## src/hdl/vil_pkg.sv

```systemverilog
// Shared types and constants for the voxel index linearisation block.
// No dependencies; vil_if.sv, vil_front and the core import this package, vil_divider does not.
package vil_pkg;

	// Field widths
	localparam int IDX_W   = 10;
	localparam int DIM_W   = 11;
	localparam int ID_W    = 30;
	localparam int PLANE_W = 2 * IDX_W + 1;
	localparam int PROD_W  = ID_W + 1;
	localparam int CFG_W   = 2;

	// Largest usable grid size along any axis
	localparam logic [DIM_W-1:0] MAX_DIM = 11'd1024;

	// Configuration register indexes
	localparam logic [CFG_W-1:0] CFG_DIM_X = 2'd0;
	localparam logic [CFG_W-1:0] CFG_DIM_Y = 2'd1;
	localparam logic [CFG_W-1:0] CFG_DIM_Z = 2'd2;

	// Action codes
	localparam logic ACT_TO_ID    = 1'b0;
	localparam logic ACT_TO_INDEX = 1'b1;

	typedef struct packed {
		logic             action;
		logic [IDX_W-1:0] index_i;
		logic [IDX_W-1:0] index_j;
		logic [IDX_W-1:0] index_k;
		logic [ID_W-1:0]  linear_id;
	} vil_req_t;

	typedef struct packed {
		logic [ID_W-1:0]  result_id;
		logic [IDX_W-1:0] out_i;
		logic [IDX_W-1:0] out_j;
		logic [IDX_W-1:0] out_k;
		logic             valid_res;
	} vil_res_t;

	// Front end result: linear id for action 0, request id for action 1
	typedef struct packed {
		logic               action;
		logic               ok;
		logic [ID_W-1:0]    value;
		logic [PLANE_W-1:0] plane;
	} vil_front_t;

	// Sideband through the plane divider
	typedef struct packed {
		logic            action;
		logic            ok;
		logic [ID_W-1:0] value;
	} vil_side1_t;

	// Sideband through the row divider
	typedef struct packed {
		logic             action;
		logic             ok;
		logic [ID_W-1:0]  value;
		logic [IDX_W-1:0] k;
	} vil_side2_t;

endpackage

```

## src/hdl/vil_if.sv

```systemverilog
// Request and result channel interfaces (valid, ready, payload).
// Depends on vil_pkg for the payload types.
interface vil_req_if;
	import vil_pkg::*;
	logic     valid;
	logic     ready;
	vil_req_t data;
	modport source (output valid, output data, input ready);
	modport sink (input valid, input data, output ready);
endinterface

interface vil_res_if;
	import vil_pkg::*;
	logic     valid;
	logic     ready;
	vil_res_t data;
	modport source (output valid, output data, input ready);
	modport sink (input valid, input data, output ready);
endinterface

```

## src/hdl/vil_front.sv

```systemverilog
// Three-stage front end: plane size, bound checks and the forward linear id.
// Depends on vil_pkg and the request interface in vil_if.sv.
module vil_front (
	input  logic               clk,
	input  logic               arst_n,
	vil_req_if.sink            req,
	input  logic [10:0]        dim_x,
	input  logic [10:0]        dim_y,
	input  logic [10:0]        dim_z,
	output logic               out_valid,
	input  logic               out_ready,
	output vil_pkg::vil_front_t out_data
);
	import vil_pkg::*;

	logic ld_s1, ld_s2, ld_s3;
	logic vld_s1, vld_s2, vld_s3;

	logic [2*DIM_W-1:0]       plane_full;
	logic [IDX_W+DIM_W-1:0]   jdx_c;
	logic                     usable_c, inb_c;

	logic                     act_s1, use_s1, inb_s1;
	logic [IDX_W-1:0]         i_s1, k_s1;
	logic [ID_W-1:0]          id_s1;
	logic [PLANE_W-1:0]       plane_s1;
	logic [IDX_W+DIM_W-1:0]   jdx_s1;

	logic [DIM_W-1:0]         mul_op;
	logic [PLANE_W+DIM_W-1:0] prod_full;

	logic                     act_s2, use_s2, inb_s2;
	logic [ID_W-1:0]          id_s2;
	logic [PLANE_W-1:0]       plane_s2;
	logic [PROD_W-1:0]        prod_s2;
	logic [IDX_W+DIM_W-1:0]   jdxi_s2;

	logic [PROD_W-1:0]        sum_c;

	// Advance a stage when it is empty or the next one moves
	assign ld_s3     = !vld_s3 || out_ready;
	assign ld_s2     = !vld_s2 || ld_s3;
	assign ld_s1     = !vld_s1 || ld_s2;
	assign req.ready = ld_s1;
	assign out_valid = vld_s3;

	always_ff @(posedge clk or negedge arst_n) begin
		if (!arst_n) begin
			vld_s1 <= 1'b0;
			vld_s2 <= 1'b0;
			vld_s3 <= 1'b0;
		end else begin
			if (ld_s1) vld_s1 <= req.valid;
			if (ld_s2) vld_s2 <= vld_s1;
			if (ld_s3) vld_s3 <= vld_s2;
		end
	end

	// Stage 1: plane size, row offset and bound checks
	assign plane_full = dim_x * dim_y;
	assign jdx_c      = req.data.index_j * dim_x;
	assign usable_c   = (dim_x <= MAX_DIM) && (dim_y <= MAX_DIM) && (dim_z <= MAX_DIM);
	assign inb_c      = ({1'b0, req.data.index_i} < dim_x) &&
	                    ({1'b0, req.data.index_j} < dim_y) &&
	                    ({1'b0, req.data.index_k} < dim_z);

	always_ff @(posedge clk) begin
		if (ld_s1 && req.valid) begin
			act_s1   <= req.data.action;
			use_s1   <= usable_c;
			inb_s1   <= inb_c;
			i_s1     <= req.data.index_i;
			k_s1     <= req.data.index_k;
			id_s1    <= req.data.linear_id;
			// only unusable grids overflow the plane width
			plane_s1 <= plane_full[PLANE_W-1:0];
			jdx_s1   <= jdx_c;
		end
	end

	// Stage 2: one shared multiplier, plane by depth or by the z index
	assign mul_op    = (act_s1 == ACT_TO_INDEX) ? dim_z : {1'b0, k_s1};
	assign prod_full = plane_s1 * mul_op;

	always_ff @(posedge clk) begin
		if (ld_s2 && vld_s1) begin
			act_s2   <= act_s1;
			use_s2   <= use_s1;
			inb_s2   <= inb_s1;
			id_s2    <= id_s1;
			plane_s2 <= plane_s1;
			prod_s2  <= prod_full[PROD_W-1:0];
			jdxi_s2  <= jdx_s1 + (IDX_W+DIM_W)'(i_s1);
		end
	end

	// Stage 3: final sum and range check
	assign sum_c = prod_s2 + PROD_W'(jdxi_s2);

	always_ff @(posedge clk) begin
		if (ld_s3 && vld_s2) begin
			out_data.action <= act_s2;
			out_data.plane  <= plane_s2;
			if (act_s2 == ACT_TO_INDEX) begin
				out_data.ok    <= use_s2 && ({1'b0, id_s2} < prod_s2);
				out_data.value <= id_s2;
			end else begin
				out_data.ok    <= use_s2 && inb_s2;
				out_data.value <= sum_c[ID_W-1:0];
			end
		end
	end

`ifndef SYNTHESIS
	a_stall_full: assert property (@(posedge clk) disable iff (!arst_n)
		!req.ready |-> (vld_s1 && vld_s2 && vld_s3))
		else $error("front end stalls with an empty stage");
`endif

endmodule

```

## src/hdl/vil_divider.sv

```systemverilog
// Pipelined restoring divider, one quotient bit per register stage.
// Carries a sideband word alongside; depends on no package.
module vil_divider #(
	parameter int NUM_W  = 30,
	parameter int DEN_W  = 21,
	parameter int Q_W    = 10,
	parameter int SIDE_W = 32
) (
	input  logic              clk,
	input  logic              arst_n,
	input  logic              in_valid,
	output logic              in_ready,
	input  logic [NUM_W-1:0]  in_num,
	input  logic [DEN_W-1:0]  in_den,
	input  logic [SIDE_W-1:0] in_side,
	output logic              out_valid,
	input  logic              out_ready,
	output logic [Q_W-1:0]    out_quo,
	output logic [NUM_W-1:0]  out_rem,
	output logic [SIDE_W-1:0] out_side
);

	localparam int CW = (NUM_W > DEN_W + Q_W) ? NUM_W : DEN_W + Q_W;

	logic [Q_W-1:0]    vld_s;
	logic [NUM_W-1:0]  rem_s  [Q_W];
	logic [DEN_W-1:0]  den_s  [Q_W];
	logic [Q_W-1:0]    quo_s  [Q_W];
	logic [SIDE_W-1:0] side_s [Q_W];

	logic [Q_W-1:0]    vin, ld, take;
	logic [NUM_W-1:0]  rem_in  [Q_W];
	logic [DEN_W-1:0]  den_in  [Q_W];
	logic [Q_W-1:0]    quo_in  [Q_W];
	logic [SIDE_W-1:0] side_in [Q_W];
	logic [CW-1:0]     den_sh  [Q_W];
	logic [CW-1:0]     diff    [Q_W];
	logic [NUM_W-1:0]  rem_nx  [Q_W];
	logic [Q_W-1:0]    quo_nx  [Q_W];

	// One compare-subtract per stage; a stage loads while the output moves or it or any later stage is free
	always_comb begin
		for (int s = 0; s < Q_W; s++) begin
			if (s == 0) begin
				vin[s]     = in_valid;
				rem_in[s]  = in_num;
				den_in[s]  = in_den;
				quo_in[s]  = '0;
				side_in[s] = in_side;
			end else begin
				vin[s]     = vld_s[s-1];
				rem_in[s]  = rem_s[s-1];
				den_in[s]  = den_s[s-1];
				quo_in[s]  = quo_s[s-1];
				side_in[s] = side_s[s-1];
			end
			den_sh[s] = CW'(den_in[s]) << (Q_W - 1 - s);
			take[s]   = CW'(rem_in[s]) >= den_sh[s];
			diff[s]   = CW'(rem_in[s]) - den_sh[s];
			rem_nx[s] = take[s] ? diff[s][NUM_W-1:0] : rem_in[s];
			quo_nx[s] = quo_in[s] | (take[s] ? (Q_W'(1) << (Q_W - 1 - s)) : '0);
			ld[s]     = out_ready || !(&(vld_s | ((Q_W'(1) << s) - Q_W'(1))));
		end
	end

	always_ff @(posedge clk or negedge arst_n) begin
		if (!arst_n) begin
			vld_s <= '0;
		end else begin
			for (int s = 0; s < Q_W; s++) begin
				if (ld[s]) vld_s[s] <= vin[s];
			end
		end
	end

	always_ff @(posedge clk) begin
		for (int s = 0; s < Q_W; s++) begin
			if (ld[s] && vin[s]) begin
				rem_s[s]  <= rem_nx[s];
				den_s[s]  <= den_in[s];
				quo_s[s]  <= quo_nx[s];
				side_s[s] <= side_in[s];
			end
		end
	end

	assign in_ready  = ld[0];
	assign out_valid = vld_s[Q_W-1];
	assign out_quo   = quo_s[Q_W-1];
	assign out_rem   = rem_s[Q_W-1];
	assign out_side  = side_s[Q_W-1];

`ifndef SYNTHESIS
	a_hold_last: assert property (@(posedge clk) disable iff (!arst_n)
		out_valid && !out_ready |=> out_valid && $stable(out_quo) && $stable(out_side))
		else $error("divider dropped or changed a stalled result");
	a_stall_full: assert property (@(posedge clk) disable iff (!arst_n)
		!in_ready |-> (&vld_s))
		else $error("divider stalls with a free stage");
`endif

endmodule

```

## src/hdl/voxel_index_linearize_core.sv

```systemverilog
// Requests pass the front end, the plane divider, the row divider and the output register in order.
// Throughput: one request per cycle unless stalled; both dividers pipeline one quotient bit per stage.
// A stalled output fills bubbles first, then holds every stage in place.
// Reset (arst_n low, asynchronous): grid sizes clear to zero and all stages empty.
// Depends on vil_pkg, vil_if.sv, vil_front and vil_divider.
module voxel_index_linearize_core (
	input  logic        clk,
	input  logic        arst_n,
	input  logic        wr_en,
	input  logic [1:0]  wr_index,
	input  logic [10:0] wr_data,
	vil_req_if.sink     req,
	vil_res_if.source   res
);
	import vil_pkg::*;

	logic [DIM_W-1:0] dim_x_q, dim_y_q, dim_z_q;

	logic       f_valid, f_ready;
	vil_front_t f_data;

	vil_side1_t        side1_in, side1_out;
	logic [$bits(vil_side1_t)-1:0] d1_side;
	logic              d1_valid, d1_ready;
	logic [IDX_W-1:0]  d1_quo;
	logic [ID_W-1:0]   d1_rem;

	vil_side2_t        side2_in, side2_out;
	logic [$bits(vil_side2_t)-1:0] d2_side;
	logic              d2_valid, d2_ready;
	logic [IDX_W-1:0]  d2_quo;
	logic [PLANE_W-1:0] d2_rem;

	logic     res_vld_q;
	vil_res_t res_q;
	logic     ld_out;
	logic     to_index;

	// Grid size registers
	always_ff @(posedge clk or negedge arst_n) begin
		if (!arst_n) begin
			dim_x_q <= '0;
			dim_y_q <= '0;
			dim_z_q <= '0;
		end else if (wr_en) begin
			case (wr_index)
				CFG_DIM_X: dim_x_q <= wr_data;
				CFG_DIM_Y: dim_y_q <= wr_data;
				CFG_DIM_Z: dim_z_q <= wr_data;
				default: ;
			endcase
		end
	end

	vil_front u_front (
		.clk       (clk),
		.arst_n    (arst_n),
		.req       (req),
		.dim_x     (dim_x_q),
		.dim_y     (dim_y_q),
		.dim_z     (dim_z_q),
		.out_valid (f_valid),
		.out_ready (f_ready),
		.out_data  (f_data)
	);

	// Split off the z index: id over the plane size
	assign side1_in.action = f_data.action;
	assign side1_in.ok     = f_data.ok;
	assign side1_in.value  = f_data.value;

	vil_divider #(
		.NUM_W  (ID_W),
		.DEN_W  (PLANE_W),
		.Q_W    (IDX_W),
		.SIDE_W ($bits(vil_side1_t))
	) u_div_plane (
		.clk       (clk),
		.arst_n    (arst_n),
		.in_valid  (f_valid),
		.in_ready  (f_ready),
		.in_num    (f_data.value),
		.in_den    (f_data.plane),
		.in_side   (side1_in),
		.out_valid (d1_valid),
		.out_ready (d1_ready),
		.out_quo   (d1_quo),
		.out_rem   (d1_rem),
		.out_side  (d1_side)
	);

	// Split the remainder into y and x: remainder over the row size
	assign side1_out       = vil_side1_t'(d1_side);
	assign side2_in.action = side1_out.action;
	assign side2_in.ok     = side1_out.ok;
	assign side2_in.value  = side1_out.value;
	assign side2_in.k      = d1_quo;

	vil_divider #(
		.NUM_W  (PLANE_W),
		.DEN_W  (DIM_W),
		.Q_W    (IDX_W),
		.SIDE_W ($bits(vil_side2_t))
	) u_div_row (
		.clk       (clk),
		.arst_n    (arst_n),
		.in_valid  (d1_valid),
		.in_ready  (d1_ready),
		.in_num    (d1_rem[PLANE_W-1:0]),
		.in_den    (dim_x_q),
		.in_side   (side2_in),
		.out_valid (d2_valid),
		.out_ready (d2_ready),
		.out_quo   (d2_quo),
		.out_rem   (d2_rem),
		.out_side  (d2_side)
	);

	assign side2_out = vil_side2_t'(d2_side);
	assign to_index  = (side2_out.action == ACT_TO_INDEX);

	// Output register; zero every field of a request outside the grid
	assign ld_out   = !res_vld_q || res.ready;
	assign d2_ready = ld_out;

	always_ff @(posedge clk or negedge arst_n) begin
		if (!arst_n) begin
			res_vld_q <= 1'b0;
		end else if (ld_out) begin
			res_vld_q <= d2_valid;
		end
	end

	always_ff @(posedge clk) begin
		if (ld_out && d2_valid) begin
			res_q.valid_res <= side2_out.ok;
			res_q.result_id <= (side2_out.ok && !to_index) ? side2_out.value : '0;
			res_q.out_k     <= (side2_out.ok && to_index) ? side2_out.k : '0;
			res_q.out_j     <= (side2_out.ok && to_index) ? d2_quo : '0;
			res_q.out_i     <= (side2_out.ok && to_index) ? d2_rem[IDX_W-1:0] : '0;
		end
	end

	assign res.valid = res_vld_q;
	assign res.data  = res_q;

`ifndef SYNTHESIS
	a_invalid_zero: assert property (@(posedge clk) disable iff (!arst_n)
		res.valid && !res.data.valid_res |-> (res.data.result_id == '0) &&
		(res.data.out_i == '0) && (res.data.out_j == '0) && (res.data.out_k == '0))
		else $error("rejected request carries non-zero fields");
	a_out_source: assert property (@(posedge clk) disable iff (!arst_n)
		$rose(res.valid) |-> $past(d2_valid))
		else $error("result appeared without a divider output");
`endif

endmodule
```

## src/flat_wrapper.sv

```systemverilog
// flat-port wrapper written by rule: the top's interface ports become plain ports
module voxel_index_linearize_core_flat import vil_pkg::*;
  (clk, arst_n, wr_en, wr_index, wr_data, req_valid, req_data, req_ready, res_valid, res_data, res_ready);
  vil_req_if req_i ();
  vil_res_if res_i ();
  input  logic clk;
  input  logic arst_n;
  input  logic wr_en;
  input  logic [1:0] wr_index;
  input  logic [10:0] wr_data;
  input wire logic [$bits(req_i.valid)-1:0] req_valid;
  input wire logic [$bits(req_i.data)-1:0] req_data;
  output wire logic [$bits(req_i.ready)-1:0] req_ready;
  output wire logic [$bits(res_i.valid)-1:0] res_valid;
  output wire logic [$bits(res_i.data)-1:0] res_data;
  input wire logic [$bits(res_i.ready)-1:0] res_ready;
  assign req_i.valid = req_valid;
  assign req_i.data = req_data;
  assign req_ready = req_i.ready;
  assign res_valid = res_i.valid;
  assign res_data = res_i.data;
  assign res_i.ready = res_ready;
  voxel_index_linearize_core u_core (.clk(clk), .arst_n(arst_n), .wr_en(wr_en), .wr_index(wr_index), .wr_data(wr_data), .req(req_i), .res(res_i));
endmodule
```

## config.mk

```make
export PLATFORM = sky130hd
export DESIGN_NAME = voxel_index_linearize_core_flat
export DESIGN_NICKNAME = d
export VERILOG_FILES = /design/src/hdl/vil_pkg.sv /design/src/hdl/vil_if.sv /design/src/hdl/vil_front.sv /design/src/hdl/vil_divider.sv /design/src/hdl/voxel_index_linearize_core.sv /design/src/flat_wrapper.sv
export SDC_FILE = /design/constraint.sdc
export NUM_CORES = 2
export LEC_CHECK = 0
export BUFFER_PORTS_ARGS = -buffer_cell sky130_fd_sc_hd__buf_2
export CAP_MARGIN = 20
export CORE_UTILIZATION = 35
export DETAILED_ROUTE_END_ITERATION = 7
export SKIP_LAST_GASP = 1
export SYNTH_ARGS = -nofsm -noshare
export SYNTH_HDL_FRONTEND = slang
export SYNTH_SLANG_ARGS = --single-unit
export TNS_END_PERCENT = 1
```

## constraint.sdc

```tcl
create_clock -name clk -period 8.15 [get_ports clk]
set_input_delay 0 -clock clk [delete_from_list [all_inputs] [get_ports clk]]
set_output_delay 0 -clock clk [all_outputs]
set_load 0.01 [all_outputs]
```

# Word level (Yosys, flattened, before mapping)
# Memories as Yosys holds them, arrays and structs flattened. A register that Yosys moved wholly into a read port is not among the register bits.
# Index checks and enable logic that the tools add are counted.
[op_classes]
addsub = 22
multipliers = 3
div_mod_pow = 0
magnitude_cmp = 27
n_eq_ne = 2
n_shift = 0
muxes = 82
bitwise = 18
reduce_logical = 105
[ops]
columns = ["op", "n"]
rows = [
  ["$mux 30", 10],
  ["$mux 21", 10],
  ["$mux 1", 42],
  ["$le 11x11->1 const B", 3],
  ["$lt 10x11->1", 3],
  ["$logic_and 1x1->1", 32],
  ["$lt 30x31->1", 1],
  ["$mul 21x11->31", 1],
  ["$mux 31", 1],
  ["$add 30x21->30", 1],
  ["$ge 30x21->1", 1],
  ["$ge 30x22->1", 1],
  ["$ge 30x23->1", 1],
  ["$ge 30x24->1", 1],
  ["$ge 30x25->1", 1],
  ["$ge 30x26->1", 1],
  ["$ge 30x27->1", 1],
  ["$ge 30x28->1", 1],
  ["$ge 30x29->1", 1],
  ["$ge 30x30->1", 1],
  ["$sub 30x21->30", 1],
  ["$sub 30x22->30", 1],
  ["$sub 30x23->30", 1],
  ["$sub 30x24->30", 1],
  ["other kinds (62)", 141],
]
[word_totals]
reg_bits = 352
latch_bits = 0
ram_bits = 1770
romBits = 0
input_bits = 79
output_inout_bits = 63
memories = 8
[memory_table]
columns = ["memory", "words", "width", "rd", "rd_clocked_by_memory_dff", "write_ports", "line", "rtl"]
rows = [
  ["u_core.u_div_row.side_s", 10, 42, 10, 0, 10, "vil_divider.sv:29", "logic [SIDE_W-1:0] side_s [Q_W];"],
  ["u_core.u_div_plane.side_s", 10, 32, 10, 0, 10, "vil_divider.sv:29", ""],
  ["u_core.u_div_plane.rem_s", 10, 30, 10, 0, 10, "vil_divider.sv:26", "logic [NUM_W-1:0] rem_s [Q_W];"],
  ["u_core.u_div_plane.den_s", 10, 21, 9, 0, 10, "vil_divider.sv:27", "logic [DEN_W-1:0] den_s [Q_W];"],
  ["u_core.u_div_row.rem_s", 10, 21, 10, 1, 10, "vil_divider.sv:26", ""],
  ["u_core.u_div_row.den_s", 10, 11, 9, 0, 10, "vil_divider.sv:27", ""],
  ["+2 memories", "--", "--", "--", "--", "--", "--", ""],
]

# Depth between registers and ports, before layout
[depth]
ltp_word = 8
mapped_depth = 23

# By module
# Synthesis repeated with hierarchy kept, for this count alone.
[hier_totals]
hier_cells = 7994
area_unflattened_um2 = 102783.6
[modules_own_cells]
columns = ["mod", "n_inst", "cells_per_inst", "area_each_um2"]
rows = [
  ["vil_divider (u_core.u_div_plane)", 1, 3194, 41035.6],
  ["vil_divider (u_core.u_div_row)", 1, 2018, 31793.0],
  ["vil_front", 1, 2575, 26292.7],
  ["voxel_index_linearize_core", 1, 207, 3662.3],
]

# Worst setup path before layout
# OpenSTA, ideal clock, no wires.
[synth_path]
path_type = "register to register"
from = "reg u_core.res_vld_q (netlist: u_core.res.valid)"
to = "mem u_core.u_div_plane.den_s[6][0], enable pin"
setup_time_ns = 0.666
t_arrival_ns = 7.335
required_ns = 7.484
setup_slack_ns = 0.149
stages_incl_launch_ff = 7
n_path_buf = 0
synth_period_minus_slack_ns = 8.001
path_cell_list = "dfrtp_1 nand4b_1 nor2_1 nand3_1 nor2_1 and3_1 a21boi_0"
[synth_rtl]
columns = ["element", "line", "rtl"]
rows = [
  ["start: declaration", "voxel_index_linearize_core.sv:34", "logic res_vld_q;"],
  ["start signal: assignment", "voxel_index_linearize_core.sv:130", "res_vld_q <= d2_valid;"],
  ["end: declaration", "vil_divider.sv:27", ""],
]

# Worst setup path after layout
[layout_path]
from = "reg u_core.u_front.act_s1"
to = "reg u_core.u_front.prod_s2[29] (data pin)"
[layout_between]
elab_chain_cells = 2
[layout_rtl]
columns = ["element", "line", "rtl"]
rows = [
  ["start: declaration", "vil_front.sv:23", "logic act_s1, use_s1, inb_s1;"],
  ["start signal: assignment", "vil_front.sv:69", "act_s1 <= req.data.action;"],
  ["$mux 11", "vil_front.sv:82", "assign mul_op = (act_s1 == ACT_TO_INDEX) ? dim_z : {1'b0, k_s1};"],
  ["$mul 21x11->31", "vil_front.sv:83", "assign prod_full = plane_s1 * mul_op;"],
  ["net u_core.u_front.prod_full[29]", "vil_front.sv:30", "logic [PLANE_W+DIM_W-1:0] prod_full;"],
  ["end signal: assignment", "vil_front.sv:92", "prod_s2 <= prod_full[PROD_W-1:0];"],
  ["end: declaration", "vil_front.sv:35", "logic [PROD_W-1:0] prod_s2;"],
]
# The timed path passes the listed nets, and every way through them passes these cells.
# A chain may end at the register's enable or synchronous reset.

==> flow_summary.json <==
{
  "synth_cell_types": 106,
  "synth_cells": 7545,
  "grt_max_degree": 91,
  "hold_path.class": "input pin to register",
  "critPathMaxFanout": 21,
  "final_cell_mix": "1898 x edfxtp_1, 848 x inv_1, 610 x nand2_1, 587 x ha_1, 362 x nor2_1",
  "clk_latency_ps": 860,
  "yosysSeqAreaShare_pct": 59.2,
  "drc": 0,
  "cpMostUsedCell": "fa_1",
  "layout_commonest_cell": "edfxtp_1",
  "clockBufferDepth": 4,
  "initial_core_util_pct": 35.2,
  "drt_first_pass_iters": 7,
  "tightest_slew_ps": 1060,
  "synth_nets": 8551,
  "fmax_mhz": 147,
  "via_count": 58000,
  "cpMaxStageDelayCell": "mux2_2",
  "start_kind": "register",
  "final-setup-viol-count": 0,
  "path_clk_slew_ps": 60,
  "die_h_um": 533,
  "cpPeakStageDelay_ps": 630,
  "synth_edf_count": 1898,
  "dieArea_sq_mm": 0.284,
  "arrival_ps": 7310,
  "routed_wl_um": 219000,
  "antenna_found_initial": 7,
  "crit_path_cell_trace": "mux2_2 > nand2_1 > fa_1 > fa_1 > fa_1 > inv_1 > fa_1 > inv_1 > fa_1 > inv_1 > ha_1 > or3_1 > or2_2 > o2111ai_1 > a21oi_1 > o21ai_1 > a21oi_1 > a2111o_1 > a21oi_1 > xnor2_1",
  "cts_tree": "built",
  "overflow": 0,
  "fp.coreArea_sq_mm": 0.280,
  "drt-initial-drc-count": 4432,
  "cts_buffers": 196,
  "grt_setup_unrepaired": "false",
  "synth_top_flop_cell": "edfxtp_1",
  "synth-async-reset-ratio_pct": 2.92,
  "wl_per_cell_um": 18.6,
  "die_w_um": 533,
  "critPathCaptureType": "register",
  "hpwl_um": 163000,
  "row_count": 194,
  "grt_pass1_vias": 58800,
  "tns_ps": 0,
  "fillers": 25900,
  "grt_pass1_wl_um": 340000,
  "synth_warnings": 0,
  "root_buffer": "clkbuf_16",
  "crit_type": "register to register",
  "maxSlewHeadroom_pct": 29.3,
  "ioPinCount": 142,
  "gp_congestion": 0.893,
  "regArea_sq_mm": 0.0584,
  "syn_area_per_cell_sq_um": 13.1,
  "finalCriticalPeriod_ps": 6790,
  "syn_to_final_growth_pct": 13.2,
  "final.setup.worst_slack_ps": 1360,
  "final_layout_size_suffix_gt1_share_pct": 8.79,
  "ys_seq_elements": 1955,
  "hold_viol": 0,
  "required_ps": 8670,
  "period_share_pct": 83.3,
  "clock-sinks": 1955,
  "grtUsageTotal_pct": 15.2,
  "port_buffers": 141,
  "netlist_area_sq_mm": 0.0986,
  "maxCapViolations": 0,
  "htree_levels": 4,
  "status": "completed",
  "fin_nets": 8901,
  "multi_input_area_sq_mm": 0.0365,
  "ant_nets": 0,
  "skew_ps": 95.1,
  "vias_per_cell": 4.92,
  "dp_slack_ps": 1450,
  "finalMaxSlewViolations": 0
}
[repair_timing]
item | CTS | global route
hold buffers | 126 | 0
hold endpoints to repair | 214 | 0
buffers inserted | 0 | 0
resized for setup | 0 | 0
[critical path: cells and delay by family, from the launching register on]
kind            cells  cell delay, ps
mux                 1             630
compound gates      6            1410
flops               1             530
simple gates        3             860
fa+ha+maj           6            2850
buf+inv             3             170
xor+xnor            1              90
[routing by layer]
metal	track usage, %	vias to the layer above	share of wire [%]
li1	-	27600	-
met1	20.2	28800	44
met2	25.8	1308	48
met3	2.06	358	4.3
met4	4.74	0	3.1
met5	0	-	0
[synth_stat cells, types with 28 or more instances]
cell type     n  area [sq um]
nor4_1       46           288
a21o_1      154          1160
and2_1      198          1240
o21a_1       72           541
dfrtp_1      57          1430
nor2b_1      93           582
a211oi_1     31           233
inv_1       848          3180
ha_1        587          7340
nand3_1      77           385
nand4_1      58           363
a21boi_0     29           218
mux2_2      113          1270
xor2_1      171          1500
fa_1        340          6810
o31ai_1      31           233
nor3_1       95           475
edfxtp_1   1898         57000
o21bai_1     41           308
and3_1       79           494
or2_2        31           194
or3_1        34           213
xnor2_1     237          2080
nor2_1      363          1360
mux2i_1      28           280
o21ai_0     321          1610
a21oi_1     348          1740
clkbuf_1    142           533
a31oi_1      29           181
nand2b_1     81           507
nand2_1     610          2290
[registers in the layout, indices dropped and copies added, names as in the netlist, 11 cells and up]
| signal | flops |
|---|---|
| u_core.u_front.out_data | 53 |
| u_core.u_div_plane.rem_s | 276 |
| u_core.u_div_plane.side_s | 290 |
| u_core.u_front.plane_s1 | 21 |
| u_core.u_div_row.rem_s | 199 |
| u_core.u_front.plane_s2 | 21 |
| u_core.u_front.jdxi_s2 | 21 |
| u_core.u_div_plane.quo_s | 55 |
| u_core.dim_z_q | 11 |
| u_core.u_front.id_s1 | 30 |
| u_core.res.data | 61 |
| u_core.dim_x_q | 11 |
| u_core.u_div_row.quo_s | 55 |
| u_core.u_front.prod_s2 | 31 |
| u_core.u_div_row.side_s | 420 |
| u_core.u_front.id_s2 | 30 |
| u_core.u_div_row.den_s | 99 |
| u_core.dim_y_q | 11 |
| u_core.u_div_plane.den_s | 189 |
| u_core.u_front.jdx_s1 | 21 |
[metrics by stage]
step / area (sq um) / hold WS [ps] / std cells / util [%]
2_1_floorplan: 98600 / -296 / 7545 / -
3_3_place_gp: 104000 / -176 / 11300 / 37.1
3_5_place_dp: 104000 / -176 / 11300 / 37.1
4_1_cts: 111000 / 0.824 / 11800 / 39.8
5_1_grt: 112000 / 24.8 / 11800 / 39.9
6_report: 112000 / 52.8 / 11800 / 39.9
[final timing paths]
path	from	to	slack [ps]	cells after the start
max	u_core.u_front.act_s1	u_core.u_front.prod_s2[29]	1360	20
min in group asynchronous	arst_n	u_core.u_div_row.vld_s[9]	120	3
min reg2reg	u_core.u_div_plane.side_s[5][23]	u_core.u_div_plane.side_s[6][23]	360	0
max reg2reg	u_core.u_front.act_s1	u_core.u_front.prod_s2[29]	1360	20
min	req_data[54]	u_core.u_front.i_s1[4]	50	2
max in group asynchronous	arst_n	u_core.dim_z_q[0]	6730	4
[cells by family (layout without fill, tap and decap cells)]
kind of cell,Yosys count,count (layout),share of synthesized area [%]
AO/OA/AOI/OAI,1234,1234,7.97
XOR/XNOR,408,408,3.62
adder cells (fa/ha/maj),927,927,14.3
buffers and inverters,1025,1531,3.97
flip-flops,1955,1955,59.2
multiplexers,144,144,1.61
other,0,1,0
AND/OR/NAND/NOR,1852,1852,9.26
[final cells by class]
type                    count  area share [%]
clock buffers             220            4.51
repair buffers            325            2.23
flip-flops and latches   1955            52.3
diodes                      1         0.00224
clock inverters           134            1.18
well taps                3724            4.17
inverters                 852            2.86
multi-input cells        4565            32.7
Power is left out: the tool's default activity adds up to more than one toggle a clock period on the data nets, which glitch-free logic cannot reach.
